`src/sv/pasf_pkg.sv`:
```
// Shared types and constants for the PWM audio sample FIFO.
package pasf_pkg;

  // Field widths
  localparam int SAMPLE_W   = 16;
  localparam int VOLUME_W   = 7;
  localparam int COUNT_W    = 16;
  localparam int DUTY_BITS  = 10;
  localparam int DUTY_SHIFT = SAMPLE_W - DUTY_BITS;

  // Defaults for top-level parameters
  localparam int RING_DEPTH_DEF = 8192;

  // Volume register
  localparam logic [VOLUME_W-1:0] VOLUME_RESET = VOLUME_W'(80);
  localparam logic [VOLUME_W-1:0] VOLUME_FULL  = VOLUME_W'(100);

  // Divide by 100 as multiply by ceil(2^29/100) and shift; exact for |x| < 2^22
  localparam int                RECIP_SHIFT = 29;
  localparam int                RECIP_W     = 23;
  localparam logic [RECIP_W-1:0] RECIP_MUL  = RECIP_W'(5368710);

  // Offset that moves a signed sample to unsigned mid-scale
  localparam logic [SAMPLE_W:0] SAMPLE_OFFSET = (SAMPLE_W+1)'(32768);

  localparam logic [DUTY_BITS-1:0] DUTY_MID = DUTY_BITS'(1 << (DUTY_BITS - 1));
  localparam logic [COUNT_W-1:0]   COUNT_MAX = '1;

  // Operation codes
  localparam logic OP_WRITE = 1'b0;
  localparam logic OP_TICK  = 1'b1;

  typedef struct packed {
    logic                       operation;
    logic signed [SAMPLE_W-1:0] sample_value;
    logic                       batch_end;
  } req_t;

  typedef struct packed {
    logic                 is_duty;
    logic                 accepted;
    logic [COUNT_W-1:0]   written_count;
    logic [DUTY_BITS-1:0] left_duty;
    logic [DUTY_BITS-1:0] right_duty;
  } res_t;

  typedef enum logic [2:0] {
    S_IDLE,
    S_WR,
    S_MID,
    S_RD_L,
    S_RD_R,
    S_DR,
    S_P1,
    S_P2
  } state_t;

endpackage

```
`src/sv/pasf_duty.sv`:
```
// Sample to PWM duty conversion: volume scale, divide by 100, offset, shift.
module pasf_duty import pasf_pkg::*; (
  input  logic                       clk,
  input  logic signed [SAMPLE_W-1:0] sample,
  input  logic [VOLUME_W-1:0]        volume,
  output logic [DUTY_BITS-1:0]       duty
);

  localparam int PROD_W = SAMPLE_W + VOLUME_W + 1;
  localparam int MAG_W  = PROD_W - 1;
  localparam int QW     = MAG_W + RECIP_W;

  logic signed [PROD_W-1:0]   prod;
  logic [MAG_W-1:0]           mag;
  logic [QW-1:0]              qprod;
  logic                       neg;
  logic [SAMPLE_W-1:0]        quot;
  logic signed [SAMPLE_W:0]   scaled;
  logic [SAMPLE_W:0]          biased;

  // stage 1: sample times volume
  always_ff @(posedge clk) begin
    prod <= PROD_W'(sample) * $signed({1'b0, volume});
  end

  // stage 2: magnitude divided by 100 via reciprocal, truncating toward zero
  always_comb begin
    mag   = prod[PROD_W-1] ? MAG_W'(-prod) : MAG_W'(prod);
    qprod = QW'(mag) * QW'(RECIP_MUL);
  end

  always_ff @(posedge clk) begin
    neg  <= prod[PROD_W-1];
    quot <= qprod[RECIP_SHIFT +: SAMPLE_W];
  end

  // restore sign, offset to unsigned, keep the top duty bits
  // (result always lies within 0..65535, so the shifted value never exceeds the top code)
  always_comb begin
    scaled = neg ? -$signed({1'b0, quot}) : $signed({1'b0, quot});
    biased = $unsigned(scaled) + SAMPLE_OFFSET;
    duty   = biased[SAMPLE_W-1:DUTY_SHIFT];
  end

endmodule

```
`config.mk`:
```
export PLATFORM = sky130hd
export DESIGN_NAME = pasf_duty
export DESIGN_NICKNAME = d
export VERILOG_FILES = /design/src/sv/pasf_pkg.sv /design/src/sv/pasf_duty.sv
export SDC_FILE = /design/constraint.sdc
export NUM_CORES = 1
export LEC_CHECK = 0
export BUFFER_PORTS_ARGS = -buffer_cell sky130_fd_sc_hd__buf_2
export CORE_MARGIN = 3
export CORE_UTILIZATION = 40
export CTS_BUF_LIST = sky130_fd_sc_hd__clkbuf_16
export CTS_CLUSTER_DIAMETER = 50
export DETAILED_ROUTE_END_ITERATION = 16
export PLACE_DENSITY = 0.64
export SYNTH_ARGS = -nofsm -noshare
export SYNTH_HDL_FRONTEND = slang
export SYNTH_SLANG_ARGS = --single-unit
```
`constraint.sdc`:
```
create_clock -name clk -period 13.1 [get_ports clk]
set_input_delay 0 -clock clk [delete_from_list [all_inputs] [get_ports clk]]
set_output_delay 0 -clock clk [all_outputs]
set_load 0.02 [all_outputs]
```
==> flow_summary.ini <==
[finish]
fill_cells = 3617
diodes = 0
multi_input_area_um2 = 12200
fin_nets = 2202
regArea_um2 = 821
design_area_um2 = 15800
drive_above_1_share_pct = 4.28
stdcell_count = 2105
area_growth_pct = 5.40

[synthesis]
synth.top_cells.by_area = fa_1 36%, ha_1 23%, inv_1 12%, dfxtp_1 5.5%, xnor2_1 3.6%
synth_top_area_share_pct = 35.8
synth_seq_cells = 41
synth_top_flop_cell = dfxtp_1
synth_nets = 2184
ys_warn_count = 0
async_flop_share_pct = 0
yosys-top-cells-count = 468 x inv_1, 275 x ha_1, 267 x fa_1, 85 x and2_1, 71 x nand2_1
yosysUniqueCellTypes = 71
syn_avg_cell_area_um2 = 9.24
synth_top_cell_by_area = fa_1
yosysMostFrequentCell = inv_1
seq_area_frac_synth_pct = 5.49
syn_inst = 1618
synth_edf_count = 0
syn-cell-area_um2 = 14900

[clock_network]
clk_pin_slew_ns = 0.06
insertion_delay_ns = 0.29
cts_buffer_depth = 2
post_cts_resized = 0
hold_buffers = 0
cts_made_buffers = 5
cts_tree = yes
cts.sinks = 41
cts_setup_buffers = 0
htreeDepth = 2
cts_root_buffer = clkbuf_16

[floorplanning]
rows = 70
coreArea_um2 = 36700
dieArea_um2 = 39700
die_x_um = 199
pin_count = 34
die_h_um = 199
initial_utilization_pct = 40.7

[critical_path]
startpoint_type = register
cpPeakStageDelay_ns = 0.68
crit_fanout = 9
worstPathRequired_ns = 13.32
end_kind = register
critPathKind = register to register
crit_slowest_cell = nor4b_1
critPathArrivalTime_ns = 8.66
critical-path-top-delay-family = adder cells
crit_buf_inv = 6

[place]
pre_cts_ws_ns = 4.77
place.gp.congestion = 0.909
dpl_cell_area_um2 = 15600
io_buffers = 33
place_hpwl_um = 30200
place_inst = 2097

[grt]
grt_pass1_wl_um = 55100
grt_use_total_pct = 17.4
antenna_found_initial = 0
grt_overflow = 0
grt_pass1_vias = 10900
grt_start_max_net_pins = 24

[timing]
slew_viol_final = 0
worst_pin_slew_ns = 1.11
setup_tns_ns = 0
final.setup_skew_ns = 0.00380
fmax_mhz = 119
setup_viol = 0
rsz0062_at_grt = no
finalCritPeriodShare_pct = 64.4
finalHoldViolCount = 0
fin_crit_ns = 8.43
max_slew_margin_pct = 25.4
setup_ws_ns = 4.67

[detailed_routing]
ant_nets = 0
drc = 0
vias = 10300
dr.first_iter.drc_count = 428
wire_per_inst_um = 15.6
drt-total-wl_um = 32900
dr.pass1.iters = 4
viasPerCell = 4.90

[hold_path]
hold_class = input port to register

[job]
drv_cap = 0

[run_status]
run_status = complete, no violations
## kinds of logic after synthesis
group	share of synthesized area, %
and+or+nand+nor	10.2
DFF	5.49
muxes	0.0670
xor gates and xnor gates	5.78
buffers and inverters	12.8
adders and majority gates	58.8
AOI/OAI and AO/OA	6.91
## routing by layer
| layer | GRT usage (%) | vias to the layer above | part of all wire (%) |
|---|---|---|---|
| met4 | 4.06 | 0 | 2.0 |
| met1 | 25.1 | 5147 | 48 |
| li1 | - | 4976 | - |
| met5 | 0 | - | 0 |
| met3 | 0.927 | 33 | 2.9 |
| met2 | 28.9 | 159 | 48 |
## worst paths after layout
path | from | to | slack, ns | depth (start not counted)
setup reg to reg | prod[0] | quot[15] | 4.67 | 28
hold reg to reg | prod[23] | neg | 0.82 | 0
hold / removal | sample[0] | prod[0] | 0.09 | 2
setup / recovery | prod[0] | quot[15] | 4.67 | 28
## state kept, by name, summed over array words and instances, names as in the netlist
name,flops
prod,24
neg,1
quot,16
## cells in the final DEF, fill, tap and decap left out, drive strengths merged, types with 9 or more instances in the layout
cell / Yosys / final
inv: 468 / 468
nand3: 11 / 11
a21oi: 38 / 38
or2: 10 / 10
nand2: 71 / 71
xnor2: 62 / 62
and2: 85 / 85
ha: 275 / 275
nor2b: 9 / 9
o21a: 9 / 9
o31ai: 9 / 9
nor2: 52 / 52
a21o: 16 / 16
xor2: 34 / 34
fa: 267 / 267
buf: 17 / 38
nor3: 15 / 15
o21ai: 32 / 32
dfxtp: 41 / 41
## layout make-up
type | count | area share, %
inverter | 469 | 11.2
sequential | 41 | 5.21
clock inverter | 3 | 0.294
clock buffer | 5 | 0.794
multi-input combinational | 1081 | 77.5
timing repair buffer | 38 | 1.29
tap | 468 | 3.72
## per-stage QoR
step                      hold WS (ns)  utilization (%)
after floorplan                  0.122                -
after global placement           0.391             42.5
after detailed placement         0.395             42.5
after CTS                       0.0934             42.9
after global routing            0.0990             42.9
final                           0.0935             42.9
Power is left out: the tool's default activity adds up to more than one toggle a clock period on the data nets, which glitch-free logic cannot reach.
